`src/hdl/dnsx_pkg.sv`:
```
`default_nettype none
// ----------------------------------------------------------------------------
// dnsx_pkg
// Shared types and constants for the DNS answer address extractor.
// ----------------------------------------------------------------------------
package dnsx_pkg;

   localparam logic [7:0]  PTR_MASK  = 8'hC0;
   localparam int unsigned HDR_LEN   = 12;
   localparam logic [3:0]  FIXED_LEN = 4'd10;
   localparam logic [3:0]  QFIX_LEN  = 4'd4;
   localparam logic [15:0] TYPE_A    = 16'd1;
   localparam logic [15:0] TYPE_AAAA = 16'd28;
   localparam logic [15:0] LEN_A     = 16'd4;
   localparam logic [15:0] LEN_AAAA  = 16'd16;

   // one byte plus the facts the back end needs about it
   typedef struct packed {
      logic [7:0]  data;
      logic        last;
      logic [15:0] tag;
      logic        first;   // first byte of a packet
   } byte_item_type;

   typedef struct packed {
      logic        is_ipv6;
      logic [63:0] address_high;
      logic [63:0] address_low;
      logic        first_a;
      logic [15:0] result_tag;
   } result_type;

endpackage : dnsx_pkg
`default_nettype wire

```
`src/hdl/dnsx_front.sv`:
```
`default_nettype none
// ----------------------------------------------------------------------------
// dnsx_front
// Input stage: accepts bytes, tracks the packet's first byte, pushes them on
// into a two-entry queue.
// ----------------------------------------------------------------------------
module dnsx_front (
   input  wire logic                    clock,
   input  wire logic                    reset,
   input  wire logic                    in_valid,
   output logic                         in_ready,
   input  wire logic [7:0]              in_data,
   input  wire logic                    in_last,
   input  wire logic [15:0]             in_tag,
   output logic                         q_valid,
   input  wire logic                    q_ready,
   output dnsx_pkg::byte_item_type      q_item
);
   import dnsx_pkg::*;

   byte_item_type slot_ff [2];
   byte_item_type slot_in;
   logic          wr_ptr_ff, wr_ptr_in, rd_ptr_ff, rd_ptr_in;
   logic [1:0]    count_ff, count_in;
   logic          start_ff, start_in;
   logic          push, pop;

   assign in_ready = (count_ff != 2'd2);
   assign q_valid  = (count_ff != 2'd0);
   assign q_item   = slot_ff[rd_ptr_ff];
   assign push     = in_valid && in_ready;
   assign pop      = q_valid && q_ready;

   always_comb begin
      slot_in   = '{data: in_data, last: in_last, tag: in_tag, first: start_ff};
      wr_ptr_in = push ? ~wr_ptr_ff : wr_ptr_ff;
      rd_ptr_in = pop ? ~rd_ptr_ff : rd_ptr_ff;
      count_in  = count_ff + {1'b0, push} - {1'b0, pop};
      start_in  = push ? in_last : start_ff;
   end

   always_ff @(posedge clock) begin
      if (reset) begin
         wr_ptr_ff <= 1'b0;
         rd_ptr_ff <= 1'b0;
         count_ff  <= 2'd0;
         start_ff  <= 1'b1;
      end else begin
         wr_ptr_ff <= wr_ptr_in;
         rd_ptr_ff <= rd_ptr_in;
         count_ff  <= count_in;
         start_ff  <= start_in;
      end
      if (push) slot_ff[wr_ptr_ff] <= slot_in;
   end

   a_count_max: assert property (@(posedge clock) disable iff (reset)
      count_ff <= 2'd2) else $error("queue overfilled");
   a_full_block: assert property (@(posedge clock) disable iff (reset)
      count_ff == 2'd2 |-> !in_ready) else $error("accept while full");
   a_first_after_last: assert property (@(posedge clock) disable iff (reset)
      $past(push && in_last) |-> start_ff) else $error("packet start lost");

endmodule : dnsx_front
`default_nettype wire

```
`src/hdl/dnsx_back.sv`:
```
`default_nettype none
// ----------------------------------------------------------------------------
// dnsx_back
// Parser: walks header, questions and answers one byte a cycle while no stalled
// result holds it, and builds the address results into an output register.
// ----------------------------------------------------------------------------
module dnsx_back #(
   parameter int LENGTH_BITS = 16
) (
   input  wire logic                    clock,
   input  wire logic                    reset,
   input  wire logic                    q_valid,
   output logic                         q_ready,
   input  wire dnsx_pkg::byte_item_type q_item,
   output logic                         out_valid,
   input  wire logic                    out_ready,
   output dnsx_pkg::result_type         out_result
);
   import dnsx_pkg::*;

   typedef enum logic [2:0] {
      PH_HEADER, PH_QNAME, PH_QFIXED, PH_ANAME, PH_AFIXED, PH_RDATA, PH_DONE
   } phase_type;

   localparam logic [LENGTH_BITS-1:0] OFF_MAX = '1;

   phase_type               phase_ff, phase_in;
   logic [LENGTH_BITS-1:0]  offset_ff, offset_in;
   logic [15:0]             qcount_ff, qcount_in, acount_ff, acount_in;
   logic [15:0]             skip_ff, skip_in, rtype_ff, rtype_in, rlen_ff, rlen_in;
   logic [127:0]            addr_ff, addr_in;
   logic                    seen_ff, seen_in;
   logic [15:0]             tag_ff, tag_in;
   logic                    out_valid_ff, out_valid_in;
   result_type              out_ff, out_in;
   logic                    take;
   logic [7:0]              b;
   logic [15:0]             k, acount_dec;
   logic                    is_a, is_6;

   assign q_ready    = !out_valid_ff || out_ready;
   assign take       = q_valid && q_ready;
   assign out_valid  = out_valid_ff;
   assign out_result = out_ff;
   assign b          = q_item.data;

   always_comb begin
      phase_in     = phase_ff;
      offset_in    = offset_ff;
      qcount_in    = qcount_ff;
      acount_in    = acount_ff;
      skip_in      = skip_ff;
      rtype_in     = rtype_ff;
      rlen_in      = rlen_ff;
      addr_in      = addr_ff;
      seen_in      = seen_ff;
      tag_in       = q_item.first ? q_item.tag : tag_ff;
      out_valid_in = out_valid_ff && !out_ready;
      out_in       = out_ff;
      k            = {12'd0, FIXED_LEN} - skip_ff;
      acount_dec   = acount_ff - 16'd1;
      is_a         = (rtype_ff == TYPE_A) && (rlen_ff == LEN_A);
      is_6         = (rtype_ff == TYPE_AAAA) && (rlen_ff == LEN_AAAA);
      if (offset_ff != OFF_MAX) offset_in = offset_ff + 1'b1;

      case (phase_ff)
         PH_HEADER: begin
            if (offset_ff == LENGTH_BITS'(4)) qcount_in = {b, 8'd0};
            else if (offset_ff == LENGTH_BITS'(5)) qcount_in = qcount_ff | {8'd0, b};
            else if (offset_ff == LENGTH_BITS'(6)) acount_in = {b, 8'd0};
            else if (offset_ff == LENGTH_BITS'(7)) acount_in = acount_ff | {8'd0, b};
            if (offset_ff >= LENGTH_BITS'(HDR_LEN - 1)) begin
               if (qcount_ff != 16'd0) phase_in = PH_QNAME;
               else phase_in = (acount_ff != 16'd0) ? PH_ANAME : PH_DONE;
            end
         end
         PH_QNAME, PH_ANAME: begin
            if (skip_ff != 16'd0) skip_in = skip_ff - 16'd1;
            else if ((b & PTR_MASK) == PTR_MASK) begin
               skip_in  = (phase_ff == PH_QNAME) ? 16'(QFIX_LEN) + 16'd1
                                                 : 16'(FIXED_LEN) + 16'd1;
               phase_in = (phase_ff == PH_QNAME) ? PH_QFIXED : PH_AFIXED;
            end else if (b == 8'd0) begin
               skip_in  = (phase_ff == PH_QNAME) ? 16'(QFIX_LEN) : 16'(FIXED_LEN);
               phase_in = (phase_ff == PH_QNAME) ? PH_QFIXED : PH_AFIXED;
            end else skip_in = {8'd0, b};
         end
         PH_QFIXED: begin
            if (skip_ff <= 16'd1) begin
               skip_in   = 16'd0;
               qcount_in = qcount_ff - 16'd1;
               if (qcount_in != 16'd0) phase_in = PH_QNAME;
               else phase_in = (acount_ff != 16'd0) ? PH_ANAME : PH_DONE;
            end else skip_in = skip_ff - 16'd1;
         end
         PH_AFIXED: begin
            if (skip_ff <= 16'(FIXED_LEN)) begin
               if (k == 16'd0) rtype_in = {b, 8'd0};
               else if (k == 16'd1) rtype_in = rtype_ff | {8'd0, b};
               else if (k == 16'd8) rlen_in = {b, 8'd0};
               else if (k == 16'd9) rlen_in = rlen_ff | {8'd0, b};
            end
            if (skip_ff <= 16'd1) begin
               addr_in = '0;
               if (rlen_in == 16'd0) begin
                  skip_in   = 16'd0;
                  acount_in = acount_dec;
                  phase_in  = (acount_dec != 16'd0) ? PH_ANAME : PH_DONE;
               end else begin
                  skip_in  = rlen_in;
                  phase_in = PH_RDATA;
               end
            end else skip_in = skip_ff - 16'd1;
         end
         PH_RDATA: begin
            addr_in = {addr_ff[119:0], b};
            if (skip_ff <= 16'd1) begin
               skip_in = 16'd0;
               if (is_a || is_6) begin
                  out_valid_in         = 1'b1;
                  out_in.is_ipv6       = is_6;
                  out_in.address_high  = is_6 ? addr_in[127:64] : 64'd0;
                  out_in.address_low   = is_6 ? addr_in[63:0] : {32'd0, addr_in[31:0]};
                  out_in.first_a       = is_a && !seen_ff;
                  out_in.result_tag    = tag_in;
                  if (is_a) seen_in = 1'b1;
               end
               acount_in = acount_dec;
               phase_in  = (acount_dec != 16'd0) ? PH_ANAME : PH_DONE;
            end else skip_in = skip_ff - 16'd1;
         end
         default: ;
      endcase

      if (q_item.last) begin
         phase_in  = PH_HEADER;
         offset_in = '0;
         qcount_in = '0;
         acount_in = '0;
         skip_in   = '0;
         rtype_in  = '0;
         rlen_in   = '0;
         addr_in   = '0;
         seen_in   = 1'b0;
      end
   end

   always_ff @(posedge clock) begin
      if (reset) begin
         phase_ff     <= PH_HEADER;
         offset_ff    <= '0;
         qcount_ff    <= '0;
         acount_ff    <= '0;
         skip_ff      <= '0;
         rtype_ff     <= '0;
         rlen_ff      <= '0;
         addr_ff      <= '0;
         seen_ff      <= 1'b0;
         tag_ff       <= '0;
         out_valid_ff <= 1'b0;
      end else if (take) begin
         phase_ff     <= phase_in;
         offset_ff    <= offset_in;
         qcount_ff    <= qcount_in;
         acount_ff    <= acount_in;
         skip_ff      <= skip_in;
         rtype_ff     <= rtype_in;
         rlen_ff      <= rlen_in;
         addr_ff      <= addr_in;
         seen_ff      <= seen_in;
         tag_ff       <= tag_in;
         out_valid_ff <= out_valid_in;
      end else begin
         out_valid_ff <= out_valid_ff && !out_ready;
      end
      if (take) out_ff <= out_in;
   end

   a_hold_out: assert property (@(posedge clock) disable iff (reset)
      out_valid_ff && !out_ready |-> !q_ready) else $error("byte taken while result stalls");
   a_ipv4_high: assert property (@(posedge clock) disable iff (reset)
      out_valid_ff && !out_ff.is_ipv6 |-> out_ff.address_high == 64'd0)
      else $error("ipv4 result with high bits");
   a_v6_no_first: assert property (@(posedge clock) disable iff (reset)
      out_valid_ff && out_ff.is_ipv6 |-> !out_ff.first_a) else $error("first_a on ipv6");
   a_last_clears: assert property (@(posedge clock) disable iff (reset)
      $past(take && q_item.last) |-> phase_ff == PH_HEADER && offset_ff == '0)
      else $error("packet end did not clear parser");

endmodule : dnsx_back
`default_nettype wire

```
`src/hdl/dns_answer_address_extractor.sv`:
```
`default_nettype none
// ----------------------------------------------------------------------------
// dns_answer_address_extractor
// Extracts A and AAAA record addresses from a DNS response byte stream.
// ----------------------------------------------------------------------------
// channel   dir  payload
// req_*     in   tdata: packet_byte[7:0], packet_tag[23:8]; tlast: last_byte
// rsp_*     out  tdata: address_high, address_low, result_tag; tuser: is_ipv6,
//                first_a
//
// One byte per cycle sustained while the receiver takes results; a result passes
// through the queue register and then the parser's output register after the byte
// that completes the record is accepted. A two-entry queue sits between input and
// parser, and the result register stalls the parser only while a result waits.
// Synchronous active-high reset returns the parser to the packet header.
// ----------------------------------------------------------------------------
module dns_answer_address_extractor #(
   parameter int LENGTH_BITS = 16
) (
   input  wire logic          clock,
   input  wire logic          reset,
   input  wire logic          req_tvalid,
   output logic               req_tready,
   input  wire logic [23:0]   req_tdata,   // packet_byte[7:0], packet_tag[23:8]
   input  wire logic          req_tlast,
   output logic               rsp_tvalid,
   input  wire logic          rsp_tready,
   output logic [143:0]       rsp_tdata,   // address_high[63:0],
                                           // address_low[127:64],
                                           // result_tag[143:128]
   output logic [1:0]         rsp_tuser    // is_ipv6[0], first_a[1]
);
   import dnsx_pkg::*;

   logic          q_valid, q_ready;
   byte_item_type q_item;
   result_type    res;

   dnsx_front u_front (
      .clock(clock), .reset(reset),
      .in_valid(req_tvalid), .in_ready(req_tready),
      .in_data(req_tdata[7:0]), .in_last(req_tlast), .in_tag(req_tdata[23:8]),
      .q_valid(q_valid), .q_ready(q_ready), .q_item(q_item)
   );

   dnsx_back #(.LENGTH_BITS(LENGTH_BITS)) u_back (
      .clock(clock), .reset(reset),
      .q_valid(q_valid), .q_ready(q_ready), .q_item(q_item),
      .out_valid(rsp_tvalid), .out_ready(rsp_tready), .out_result(res)
   );

   assign rsp_tdata = {res.result_tag, res.address_low, res.address_high};
   assign rsp_tuser = {res.first_a, res.is_ipv6};

endmodule : dns_answer_address_extractor
`default_nettype wire

```
`config.mk`:
```
export PLATFORM = sky130hd
export DESIGN_NAME = dns_answer_address_extractor
export DESIGN_NICKNAME = d
export VERILOG_FILES = /design/src/hdl/dnsx_pkg.sv /design/src/hdl/dnsx_front.sv /design/src/hdl/dnsx_back.sv /design/src/hdl/dns_answer_address_extractor.sv
export SDC_FILE = /design/constraint.sdc
export NUM_CORES = 1
export LEC_CHECK = 0
export ABC_AREA = 1
export BUFFER_PORTS_ARGS = -buffer_cell sky130_fd_sc_hd__buf_2
export CORE_ASPECT_RATIO = 1.5
export CORE_MARGIN = 1
export CORE_UTILIZATION = 25
export DETAILED_ROUTE_END_ITERATION = 8
export GPL_TIMING_DRIVEN = 1
export PLACE_DENSITY_LB_ADDON = 0.08
export SETUP_SLACK_MARGIN = 0.05
export SLEW_MARGIN = 20
export SYNTH_ARGS = -nofsm -noshare
export SYNTH_HDL_FRONTEND = slang
export SYNTH_HIERARCHICAL = 1
export SYNTH_SLANG_ARGS = --single-unit
```
`constraint.sdc`:
```
create_clock -name clock -period 14.1 [get_ports clock]
set_clock_uncertainty 0.05 [all_clocks]
set_input_delay 2.82 -clock clock [delete_from_list [all_inputs] [get_ports clock]]
set_output_delay 2.82 -clock clock [all_outputs]
set_load 0.05 [all_outputs]
```
=== Word-level counts from Yosys, hierarchy flattened ===
Memory sizes are Yosys's and may differ from the RTL's. A register that Yosys moved wholly into a read port is not among the register bits.
Index checks and enable logic that the tools add are counted.

* Register bits: 388
* Bits in latches: 0
* Bits in writable memories: 52
* Bits in read-only memories: 0
* Word-level logic and storage cells: 185
* Memories kept: 1

* $add $sub $neg: 7
* Multiply operators: 0
* Divide/modulo/power cells: 0
* Magnitude comparators: 3
* Equality and inequality tests: 30
* Shifts and indexed selects: 0
* Mux-type cells: 71
* Bitwise gates (word level): 6
* Reduce and logical (&&, ||, !) cells: 46

{| class="wikitable"
|+ Memory list
! memory !! words !! width !! read ports !! clocked after memory_dff !! wr ports !! line !! source
|-
| u_front.slot_ff || 2 || 26 || 1 || 1 || 1 || dnsx_front.sv:21 || <nowiki>byte_item_type slot_ff [2];</nowiki>
|}

{| class="wikitable"
|+ Operators by type and width
! operator !! number
|-
| $mux W16 || 35
|-
| $mux W120 || 2
|-
| $pmux W120 S2 || 1
|-
| $pmux W16 S3 || 2
|-
| $eq A16 B3 Y1 const B || 5
|-
| $reduce_bool A16 Y1 || 5
|-
| $or A16 B8 Y16 || 4
|-
| $sub A16 B1 Y16 const B || 3
|-
| $mux W3 || 14
|-
| $eq A16 B1 Y1 const B || 2
|-
| $eq A16 B4 Y1 const B || 2
|-
| $eq A16 B5 Y1 const B || 2
|-
| $logic_not A16 Y1 || 2
|-
| $pmux W16 S2 || 1
|-
| $add A16 B1 Y16 const B || 1
|-
| $ge A16 B4 Y1 const B || 1
|-
| $le A16 B1 Y1 const B || 1
|-
| $le A16 B4 Y1 const B || 1
|-
| $ne A16 B16 Y1 const B || 1
|-
| $reduce_and A8 Y1 || 2
|-
| $reduce_bool A2 Y1 || 8
|-
| $sub A4 B16 Y16 const A || 1
|-
| $ne A3 B2 Y1 const B || 5
|-
| $pmux W3 S5 || 1
|-
| other kinds (25) || 61
|}

=== Longest topological paths before layout ===
Gate-level depths: netlist of run 1.

* Word-level depth: 13
* Depth in mapped cells: 27
* Gate-level depth less buffers: 24

=== By module ===
The synthesis of run 1 kept the hierarchy.

{| class="wikitable"
|+ Modules (own cells, without submodules)
! module !! times used !! cells each !! area an instance (um2)
|-
| dnsx_back || 1 || 2,133 || 17,729.5
|-
| dnsx_front || 1 || 122 || 2,258.4
|}

=== Worst setup path after synthesis of run 1 ===
OpenSTA, ideal clock, no wires.

* Path type: input to register
* Start: in rsp_tready
* End: reg u_back.out_ff (netlist bit u_back/out_result[0]), enable pin
* Setup time: 701 ps
* Data arrival time: 10,531 ps
* Slack: 2,817 ps
* Stages on the path: 7
* Buffers on the path: 1
* Path through: nor2_1 inv_1 nand2_1 clkbuf_1 inv_1 nand3_1 a21oi_1

* Longest elaborated chain between the ends: 3

{| class="wikitable"
|+ Ends and longest elaborated chain
! element !! line !! source
|-
| from (decl) || dns_answer_address_extractor.sv:27 || <nowiki>input wire logic rsp_tready,</nowiki>
|-
| $logic_or A1 B1 Y1 || dnsx_back.sv:41 || <nowiki>assign q_ready = !out_valid_ff || out_ready;</nowiki>
|-
| named net q_ready || dns_answer_address_extractor.sv:35 || <nowiki>logic q_valid, q_ready;</nowiki>
|-
| $logic_and A1 B1 Y1 || dnsx_back.sv:42 || <nowiki>assign take = q_valid && q_ready;</nowiki>
|-
| $reduce_and A4 Y1 (no source line) || -- ||
|-
| to (signal assigned) || dnsx_back.sv:176 || <nowiki>if (take) out_ff <= out_in;</nowiki>
|-
| to (decl) || dnsx_back.sv:35 || <nowiki>result_type out_ff, out_in;</nowiki>
|}

The timed path passes the listed nets, and every way through them passes these cells.
A chain may end at the register's enable or synchronous reset.

=== Final worst setup path of run 1 ===
* Start: in rsp_tready
* End: reg u_back.out_ff (netlist bit u_back/out_result[111]), enable pin

The elaborated chain is that of the path after synthesis.

==> key figures, run 1 <==
Synthesis
  – Count of cell types in the netlist: 53
  – Cell taking the most area after synthesis: edfxtp_1
  – Register bit total from synthesis: 441
  – Most numerous cell in the Yosys netlist: nand2_1
  – Post-synthesis area per instance: 8.86 sq um
  – Synth Area in Compound Gates: 0.146
  – Syn nets: 2299
  – Adder-Cell Fraction of Synth Area: 0.00939
  – XOR/XNOR share of the synthesized area: 0.0180
  – Top cell type's share of synthesized area: 0.297
  – Largest family of logic cells by synthesized area: simple AND/OR/NAND/NOR gates
  – Synth area leaders: edfxtp_1, dfxtp_1, nand2_1
  – Syn. warnings: 6
  – Mapped Cells: 2255
  – Number of synthesized flops with an enable pin: 198
  – Post-synthesis mux area share: 0.0184
  – Simple logic cell fraction of the synthesized area: 0.189
  – Cell Area, Synth: 0.0200 sq mm
  – Top cells by count, synth: nand2_1, nor2_1, inv_1, dfxtp_1, a21oi_1
  – Fraction of registers with async set/reset: 0
  – Register area share after synthesis: 0.541
  – Post-synth top flop: dfxtp_1

Clock network
  – Post_cts resized: 0
  – CTS Hold Bufs: 0
  – Num CTS Buffers: 48
  – Post-CTS setup buffer count: 0
  – Clock Root Buffer: clkbuf_16
  – Worst-Skew Late Latency: 0.61 ns
  – CTS tree: yes
  – Max clock buf depth: 3
  – CTS Sinks: 441
  – CTS HTree Levels: 2
  – Worst-path clk slew: 0.06 ns

Timing
  – Hold slack: a little under 0.4 ns
  – Count of final hold-check violations: 0
  – Final setup viols: 0
  – Crit share post-route: 0.389
  – Worst slew margin: 0.298
  – Pins Over Slew Limit: 0
  – Worst slew pin tran: between 1 and 1.5 ns
  – Period minus WS final: 5.49 ns
  – Setup_tns: 0 ns
  – Final WS setup: 8.61 ns
  – Fmax: 0.182 GHz
  – Setup repair after global routing missed its margin: false

Pwr
  – Psw: around 1.9 mW
  – Comb pwr share: 0.385
  – Clk pwr share: 0.258
  – Sequential share of power: 0.357
  – P_int: 2.79 mW
  – Switch share: 0.412
  – Static Leak: 9.33 nW
  – Maximum VDD drop: 0.0905 mV
  – PD cells: roughly 200 mW/mm^2

Die
  – Starting Density: 0.253
  – # IOs: 177
  – Core area: 0.0790 sq mm
  – Die Area: 0.0811 sq mm
  – Num rows: 126
  – Die width: around 230 um
  – Die Height: 348 um

Worst setup path
  – Worst Reg-to-Reg Cells: 13
  – Reg-to-reg endpoint: u_back/out_result[103]$_SDFFCE_PN0P_
  – Critical Path AT: 5.68 ns
  – Setup crit end kind: register
  – Reg2reg start: u_back/skip_ff[9]$_SDFFE_PP0P_
  – Type of the worst setup path: input port to register
  – Crit path max fanout: 61
  – Startpoint Class: input port
  – Required @ worst endpoint: 14.29 ns
  – R2R setup slack: 9.96 ns

Hold path
  – Hold Path Origin: u_back/tag_ff[13]$_SDFFE_PP0P_
  – Worst hold path cell count: 2
  – Worst Hold Class: register to register
  – Worst Hold End: u_back/tag_ff[13]$_SDFFE_PP0P_

Drt
  – Via count: 15900
  – DRT Pass-1 Iters: 5
  – Routed WL: 61.3 mm
  – Detail-routed via count per cell: around 4.6
  – Drt drc: 0
  – Average wire per standard cell: 17.8 um
  – DRT iter0 DRCs: 721
  – Detail Route Antenna Nets: 0

Placement
  – Inst Count DP: 3359
  – Global placer's final weighted congestion: 0.841
  – Port Buf Inserts: 176
  – DP Wirelength: between 40 and 50 mm
  – Post-Place Worst Slack: approximately 7.9 ns

Finish
  – Fillers: 8438
  – Layout cell share with drive strength beyond 1: 0.153
  – Area of the multi-input gates: 0.00767 sq mm
  – Synthesis-to-finish area growth: 16.8%
  – Sequential Area: 0.0108 sq mm
  – Layout Cells excl Fill: between 3000 and 4000
  – Nets: 2429
  – Diode count: 0
  – Max FFs per register: 146

Global routing
  – Antenna violations before repair: 1
  – Overall routing resource usage: 0.150
  – Largest net degree at the start of global routing: 107
  – Overflow after GRT: 0
  – Number of global-route vias before repair: 15700
  – First-pass GRT wire length: 94.1 mm

Flow run
  – Max_cap viols: 0

Outcome
  – Status: finished clean
[worst max-delay path, stage by stage]
cell     delay, ns
buf_2         0.08
nor2_1        0.06
inv_1         0.10
nand2_1       0.06
buf_4         0.25
inv_1         0.24
nand3_1       0.18
a21oi_4       0.38
buf_4         0.48
buf_16        0.32
buf_4         0.65
[per-layer routing]
metal	GRT usage	wire length (um)	vias to the layer above
li1	-	-	7912
met4	0.0559	2040	0
met1	0.180	26000	7522
met5	0	0	-
met2	0.265	30800	337
met3	0.0247	2490	97
[cells in the final DEF (no fill, tap or decap), drive strengths merged, types with 37 or more instances in the layout]
cell type,n
clkbuf,65
buf,199
nand4,37
dfxtp,243
edfxtp,198
nand3,125
nor2,284
o21ai,116
inv,270
a211oi,104
nand2,360
a21oi,210
[cell families after synthesis]
| logic type | count (synthesis) |
|---|---|
| AND/OR/NAND/NOR | 850 |
| buffers and inverters | 389 |
| XOR/XNOR | 41 |
| AO/OA/AOI/OAI | 493 |
| adder cells (fa/ha/maj) | 15 |
| multiplexers | 26 |
| flip-flops | 441 |
[layout make-up]
| type | instances | area share |
|---|---|---|
| sequential | 441 | 0.463 |
| multi-input combinational | 1425 | 0.328 |
| clock buffer | 65 | 0.0559 |
| tap | 1024 | 0.0549 |
| timing repair buffer | 199 | 0.0463 |
| inverter | 270 | 0.0436 |
| clock inverter | 24 | 0.00777 |
[power by group through the flow]
stage	clock [mW]	combinational, mW	sequential [mW]
final	1.22	1.82	1.69
after global routing	1.33	2.05	1.72
after CTS	1.28	1.84	1.69
after detailed placement	0	1.83	1.72
after global placement	0	1.82	1.72
after floorplan	0	1.39	1.67
[how the worst max path moves through the flow]
stage / start / endpoint / slack [ns] / cells after the start
final: rsp_tready / u_back/out_result[111]$_SDFFCE_PN0P_ / 8.61 / 11
after CTS: rsp_tready / u_back/out_result[68]$_SDFFCE_PN0P_ / 8.53 / 11
after global placement: rsp_tready / u_back/out_result[111]$_SDFFCE_PN0P_ / 7.69 / 10
after floorplan: rsp_tready / u_back/out_result[0]$_DFFE_PP_ / 2.82 / 7
after detailed placement: rsp_tready / u_back/out_result[131]$_SDFFCE_PN0P_ / 7.87 / 11
after global routing: rsp_tready / u_back/out_result[63]$_SDFFCE_PN0P_ / 8.31 / 11
[metrics by stage]
step / total power [mW] / utilization / area [sq um]
after floorplan: 3.06 / - / 20000
after global placement: 3.54 / 0.276 / 21800
after detailed placement: 3.55 / 0.277 / 21900
after CTS: 4.81 / 0.295 / 23300
after global routing: 5.10 / 0.296 / 23300
final: 4.74 / 0.296 / 23300
Power figures use the tool's default switching activity.
==> run 2: changes to the inputs <==
==> constraint.sdc (replaced) <==
create_clock -name clock -period 4.9 [get_ports clock]
set_clock_uncertainty 0.05 [all_clocks]
set_input_delay 0.98 -clock clock [delete_from_list [all_inputs] [get_ports clock]]
set_output_delay 0.98 -clock clock [all_outputs]
set_load 0.05 [all_outputs]
==> key figures, run 2 (synthesis results as in run 1) <==
Clock network
  – Num CTS Buffers: 48 (unchanged)
  – CTS Sinks: 441 (unchanged)
  – Clock Root Buffer: clkbuf_16
  – Worst-path clk slew: 0.06 ns (about the same)
  – CTS Hold Bufs: 0 (unchanged)
  – CTS HTree Levels: 2 (unchanged)
  – Post_cts resized: 0 (unchanged)
  – Post-CTS setup buffer count: 0 (unchanged)
  – Worst-Skew Late Latency: 0.60 ns (about the same)
  – CTS tree: yes
  – Max clock buf depth: 3 (unchanged)

Hold path
  – Worst Hold Class: register to register

Worst setup path
  – Crit path max fanout: 17 (-72%)
  – CP peak stage delay: 0.45 ns (-0.20 ns)
  – R2R setup slack: 1.31 ns (-8.65 ns)
  – Critical-path cell list: ha_1 > nor2_4 > nor2_8 > nor2_1 > nand2_1 > nand2_1 > nand2_1 > nand3_2 > nor2_8 > nand3_4 > nand2_1 > nand2_1 > nand2_1 > nand2_1 > nor2_1 > nand2_1 > nor2_2 > nand3_2 > nand3_4 > nand3_2 > nor2_1 > nor2_1
  – Critical Path AT: 4.01 ns (-1.67 ns)
  – Required @ worst endpoint: 5.33 ns (-8.96 ns)
  – Most used cell, CP: nand2_1
  – Setup crit end kind: register
  – Slowest cell on crit path: dfxtp_1
  – Startpoint Class: register
  – Type of the worst setup path: register to register

Timing
  – Worst slew margin: 0.426 (+0.128)
  – Setup_tns: 0 ns (unchanged)
  – Period minus WS final: between 3 and 4 ns
  – Fmax: 0.279 GHz
  – Setup repair after global routing missed its margin: false
  – Pins Over Slew Limit: 0 (unchanged)
  – Final setup viols: 0 (unchanged)
  – Count of final hold-check violations: 0 (unchanged)
  – Worst slew pin tran: 0.859 ns (-0.194 ns)
  – Crit share post-route: 0.732

Finish
  – Most frequent cells in the layout: nand2_1, nor2_1, inv_1
  – Diode count: 0 (unchanged)
  – Nets: 2431 (+0.082%)
  – Commonest non-fill, non-tap cell in the layout: nand2_1
  – Layout Cells excl Fill: 3450 (+0.058%)
  – Synthesis-to-finish area growth: 17.7%
  – Layout cell share with drive strength beyond 1: 0.151 (-0.00177)
  – Max FFs per register: 146 (unchanged)

Global routing
  – Overall routing resource usage: 0.150 (+0.000296)
  – Number of global-route vias before repair: 15800 (+1.1%)
  – Largest net degree at the start of global routing: 141 (+32%)
  – Met1 usage: 0.181 (+0.00140)
  – Top Usage Layer GRT: met2
  – M2 GR Usage: 0.269 (+0.00310)
  – Overflow after GRT: 0 (unchanged)
  – Antenna violations before repair: 0 (-1)
  – Met3 Use GR: 0.0235 (-0.00114)
  – First-pass GRT wire length: 94.9 mm (+0.84%)

Pwr
  – Maximum VDD drop: 0.236 mV (+160%)
  – Static Leak: 9.41 nW (+0.91%)
  – PD cells: 591 mW/mm^2 (+190%)

Outcome
  – Status: finished clean

Placement
  – Port Buf Inserts: 176 (unchanged)
  – Global placer's final weighted congestion: 0.827 (-1.6%)
  – Inst Count DP: 3361 (+0.060%)
  – DP Wirelength: 42.6 mm (+0.70%)

Die
  – Core area: 0.0790 sq mm (unchanged)
  – # IOs: 177 (unchanged)
  – Die Area: 0.0811 sq mm (unchanged)
  – Die width: 233 um (unchanged)
  – Die Height: 348 um (unchanged)
  – Num rows: 126 (unchanged)
  – Starting Density: 0.253 (unchanged)

Drt
  – Detail Route Antenna Nets: 0 (unchanged)
  – DRT Pass-1 Iters: 6 (+1)
  – Average wire per standard cell: 18.0 um (+1.1%)
  – Via count: 16100 (+1.4%)
  – Drt drc: 0 (unchanged)
  – DRT iter0 DRCs: 901 (+25%)
  – Routed WL: 62.1 mm (+1.2%)
  – Detail-routed via count per cell: 4.66 (+1.3%)

Flow run
  – Max_cap viols: 0 (unchanged)
run 2: cell types whose count changed in the layout (fill, tap and decap cells not counted), moves of 2 or more:
cell        change
inv_6           -2
buf_4           -2
clkinv_2        -5
clkbuf_16       +2
bufinv_16       +5
buf_12          +5
clkinvlp_4      -2
clkinv_1        +5
run 2: metrics by stage:
stage | setup slack (ns) | instance area [sq um] | util | power, mW | hold slack (ns)
after global routing | 0.952 | 23500 | 0.298 | 14.9 | 0.414
after global placement | 1.31 | 21900 | 0.277 | 10.2 | 0.386
after floorplan | 0.349 | 20000 | - | 8.82 | 0.374
after CTS | 1.29 | 23500 | 0.298 | 14.1 | 0.403
final | 1.31 | 23500 | 0.298 | 13.9 | 0.399
after detailed placement | 1.30 | 21900 | 0.277 | 10.2 | 0.393
run 2: worst paths after layout:
path                                  startpoint                           endpoint  cells past startpoint
hold / removal     u_back/tag_ff[6]$_SDFFE_PP0P_      u_back/tag_ff[6]$_SDFFE_PP0P_                      2
setup / recovery  u_back/skip_ff[0]$_SDFFE_PP0P_  u_back/acount_ff[15]$_SDFFE_PP0P_                     22
setup reg to reg  u_back/skip_ff[0]$_SDFFE_PP0P_  u_back/acount_ff[15]$_SDFFE_PP0P_                     22
hold reg to reg    u_back/tag_ff[6]$_SDFFE_PP0P_      u_back/tag_ff[6]$_SDFFE_PP0P_                      2
run 2: layout make-up:
| type | count | area (sq um) |
|---|---|---|
| multi-input cells | 1425 | 7670 |
| flip-flops and latches | 441 | 10800 |
| fillers | 8291 | 55500 |
| repair buffers | 201 | 1140 |
| clock buffers | 65 | 1340 |
| inverters | 270 | 1020 |
| clock inverters | 24 | 277 |
| well taps | 1024 | 1280 |
run 2: routing by layer:
metal | part of all wire | up-vias
met2 | 0.50 | 368
met3 | 0.042 | 92
li1 | - | 7918
met1 | 0.43 | 7709
met5 | 0 | -
met4 | 0.027 | 0
run 2: power breakdown:
part / switching, mW / leakage (nW) / internal, mW
clock network: 1.56 / 0.788 / 2.23
logic: 3.65 / 4.58 / 1.62
registers: 0.374 / 4.04 / 4.48
total: 5.58 / 9.41 / 8.34
run 2: critical path: cells and delay by family, from the launching register on:
kind / cells / cell delay [ns]
adder cells (fa/ha/maj): 1 / 0.31
flip-flops: 1 / 0.45
AND/OR/NAND/NOR: 21 / 2.62
==> run 3: changes to the inputs <==
==> constraint.sdc (replaced) <==
create_clock -name clock -period 3.1 [get_ports clock]
set_clock_uncertainty 0.05 [all_clocks]
set_input_delay 0.62 -clock clock [delete_from_list [all_inputs] [get_ports clock]]
set_output_delay 0.62 -clock clock [all_outputs]
set_load 0.05 [all_outputs]
==> key figures, run 3 (synthesis results as in run 1) <==
Finish
  – Synthesis-to-finish area growth: 22.9%
  – Most frequent cells in the layout: nand2_1, inv_1, nor2_1
  – Max FFs per register: 146 (unchanged)
  – Layout cell share with drive strength beyond 1: 0.209 (+0.0582)
  – Final instance area: 0.0246 sq mm (+4.4%)
  – Fillers: 8308 (+0.21%)
  – Nets: 2525 (+3.9%)
  – Post-layout util: 0.311 (+0.0132)
  – Commonest non-fill, non-tap cell in the layout: nand2_1

Drt
  – Metal-1 WL: 26.7 mm (+1.1%)
  – Detail Route Antenna Nets: 0 (unchanged)
  – Highest metal used: met4
  – Via count: 16300 (+1.3%)
  – Routed WL: 64.0 mm (+3.1%)
  – DRT Pass-1 Iters: 5 (-1)
  – DRT iter0 DRCs: 914 (+1.4%)
  – Average wire per standard cell: 18.0 um (+0.28%)
  – Detail-routed via count per cell: 4.59 (-1.5%)
  – Met2 routed wirelength: 33.3 mm (+6.2%)
  – Drt drc: 0 (unchanged)
  – Met3 routed WL: 2.08 mm (-20%)

Placement
  – Port Buf Inserts: 176 (unchanged)
  – Post-Place Worst Slack: -0.211 ns (-1.51 ns)
  – DP Wirelength: 44.8 mm (+5.3%)
  – Placed cell areas: 0.0226 sq mm (+3.2%)
  – Global placer's final weighted congestion: 0.830 (+0.35%)

Die
  – Num rows: 126 (unchanged)
  – Die width: 233 um (unchanged)
  – Starting Density: 0.253 (unchanged)
  – Core area: 0.0790 sq mm (unchanged)
  – Die Height: 348 um (unchanged)
  – # IOs: 177 (unchanged)
  – Die Area: 0.0811 sq mm (unchanged)

Clock network
  – Num CTS Buffers: 48 (unchanged)
  – CTS HTree Levels: 2 (unchanged)
  – Max clock buf depth: 3 (unchanged)
  – Clock Root Buffer: clkbuf_16
  – Worst-path clk slew: 0.06 ns (about the same)
  – CTS Sinks: 441 (unchanged)
  – Worst-Skew Late Latency: 0.60 ns (about the same)
  – CTS tree: yes
  – CTS Hold Bufs: 0 (unchanged)

Pwr
  – P_int: 13.9 mW (+66%)
  – Comb pwr share: 0.409 (+0.030)
  – Maximum VDD drop: 0.396 mV (+68%)
  – Static Leak: 9.94 nW (+5.6%)
  – PD cells: 938 mW/mm^2 (+59%)
  – Clk pwr share: 0.259 (-0.013)
  – Psw: 9.20 mW (+65%)
  – Sequential share of power: 0.332 (-0.017)
  – Switch share: 0.399 (-0.00200)

Worst setup path
  – Setup crit end kind: register
  – Required @ worst endpoint: 3.54 ns (-1.79 ns)
  – Startpoint Class: register
  – Type of the worst setup path: register to register
  – Worst Reg-to-Reg Cells: 23 (+4.5%)
  – Crit path max fanout: 11 (-6)
  – Critical Path AT: 3.36 ns (-0.65 ns)

Timing
  – Setup repair after global routing missed its margin: true
  – Final setup viols: 0 (unchanged)
  – Final WS setup: 0.177 ns (-1.14 ns)
  – Worst slew pin tran: 0.796 ns (-0.0637 ns)
  – Crit share post-route: 0.943 (+0.211)
  – Count of final hold-check violations: 0 (unchanged)
  – Period minus WS final: 2.92 ns (-0.663 ns)
  – Pins Over Slew Limit: 0 (unchanged)
  – Fmax: 0.342 GHz (+23%)
  – Worst slew margin: 0.469 (+0.0438)

Flow run
  – Max_cap viols: 0 (unchanged)

Outcome
  – Status: finished clean

Global routing
  – Overall routing resource usage: 0.155 (+0.00483)
  – Largest net degree at the start of global routing: 113 (-20%)
  – First-pass GRT wire length: 97.1 mm (+2.3%)
  – Overflow after GRT: 0 (unchanged)
  – Antenna violations before repair: 0 (unchanged)
  – Number of global-route vias before repair: 16200 (+2.4%)

Hold path
  – Worst Hold Class: input port to register
  – Worst hold path cell count: 1 (-1)
## run 3: through the flow
| step | instances | power (mW) | TNS [ns] | hold WS (ns) |
|---|---|---|---|---|
| after global placement | 3445 | 16.7 | -2.09 | 0.382 |
| after floorplan | 2255 | 14.0 | -141.37 | 0.374 |
| after detailed placement | 3445 | 16.8 | -2.77 | 0.389 |
| after global routing | 3545 | 24.7 | -0.841 | 0.132 |
| final | 3547 | 23.1 | 0 | 0.161 |
| after CTS | 3540 | 23.1 | 0 | 0.109 |
## run 3: critical path, cell delays in order (launching register included)
cell and delay, ns:
dfxtp_2 0.34, ha_4 0.18, nor2_4 0.13, nor2_8 0.08
nor2_4 0.11, nand2_1 0.05, nand2_1 0.05, nand2_1 0.06
nand3_2 0.12, nor2_8 0.06, buf_12 0.14, buf_4 0.14
nand4_1 0.08, nand2_1 0.06, nand2_1 0.05, nand2_1 0.08
nor2_2 0.13, nand2_2 0.07, nor2_4 0.16, nand3_4 0.11
nand3_4 0.17, nand3_4 0.18, nor2_1 0.15, nor2_1 0.06
## run 3: power by group through the flow
stage | Combinational (mW) | Clock, mW | Sequential [mW]
floorplan | 6.38 | 0 | 7.59
global placement | 8.98 | 0 | 7.77
detailed placement | 9.01 | 0 | 7.78
CTS | 9.19 | 6.21 | 7.66
global route | 10.5 | 6.41 | 7.78
finish | 9.44 | 5.97 | 7.65
## run 3: worst paths after layout
check	slack (ns)	from	endpoint
max	0.18	u_back/skip_ff[0]$_SDFFE_PP0P_	u_back/acount_ff[3]$_SDFFE_PP0P_
min	0.16	req_tdata[1]	u_front/slot_ff[0][19]$_DFFE_PP_
max reg2reg	0.18	u_back/skip_ff[0]$_SDFFE_PP0P_	u_back/acount_ff[3]$_SDFFE_PP0P_
min reg2reg	0.40	u_back/tag_ff[7]$_SDFFE_PP0P_	u_back/tag_ff[7]$_SDFFE_PP0P_
## run 3: what timing repair did
action                                  4_1_cts  5_1_grt
buffers inserted                              4        4
gates cloned                                  1        1
endpoints found under the setup margin       24       25
resized for setup                            17       62
pin swaps                                     5       32
## run 3: area by class of cell
| cell class | instances | area [sq um] | area share |
|---|---|---|---|
| tap | 1024 | 1280 | 0.0521 |
| clock inverter | 31 | 308 | 0.0125 |
| antenna | 2 | 5.00 | 0.000204 |
| timing repair buffer | 293 | 1920 | 0.0781 |
| inverter | 270 | 1020 | 0.0414 |
| sequential | 441 | 10800 | 0.441 |
| clock buffer | 59 | 1330 | 0.0539 |
| multi-input combinational | 1427 | 7890 | 0.321 |
## run 3: metal layers
metal	track usage	vias to the layer above
met1	0.184	7807
met2	0.282	286
met3	0.0212	95
li1	-	8104
met4	0.0538	0
met5	0	-
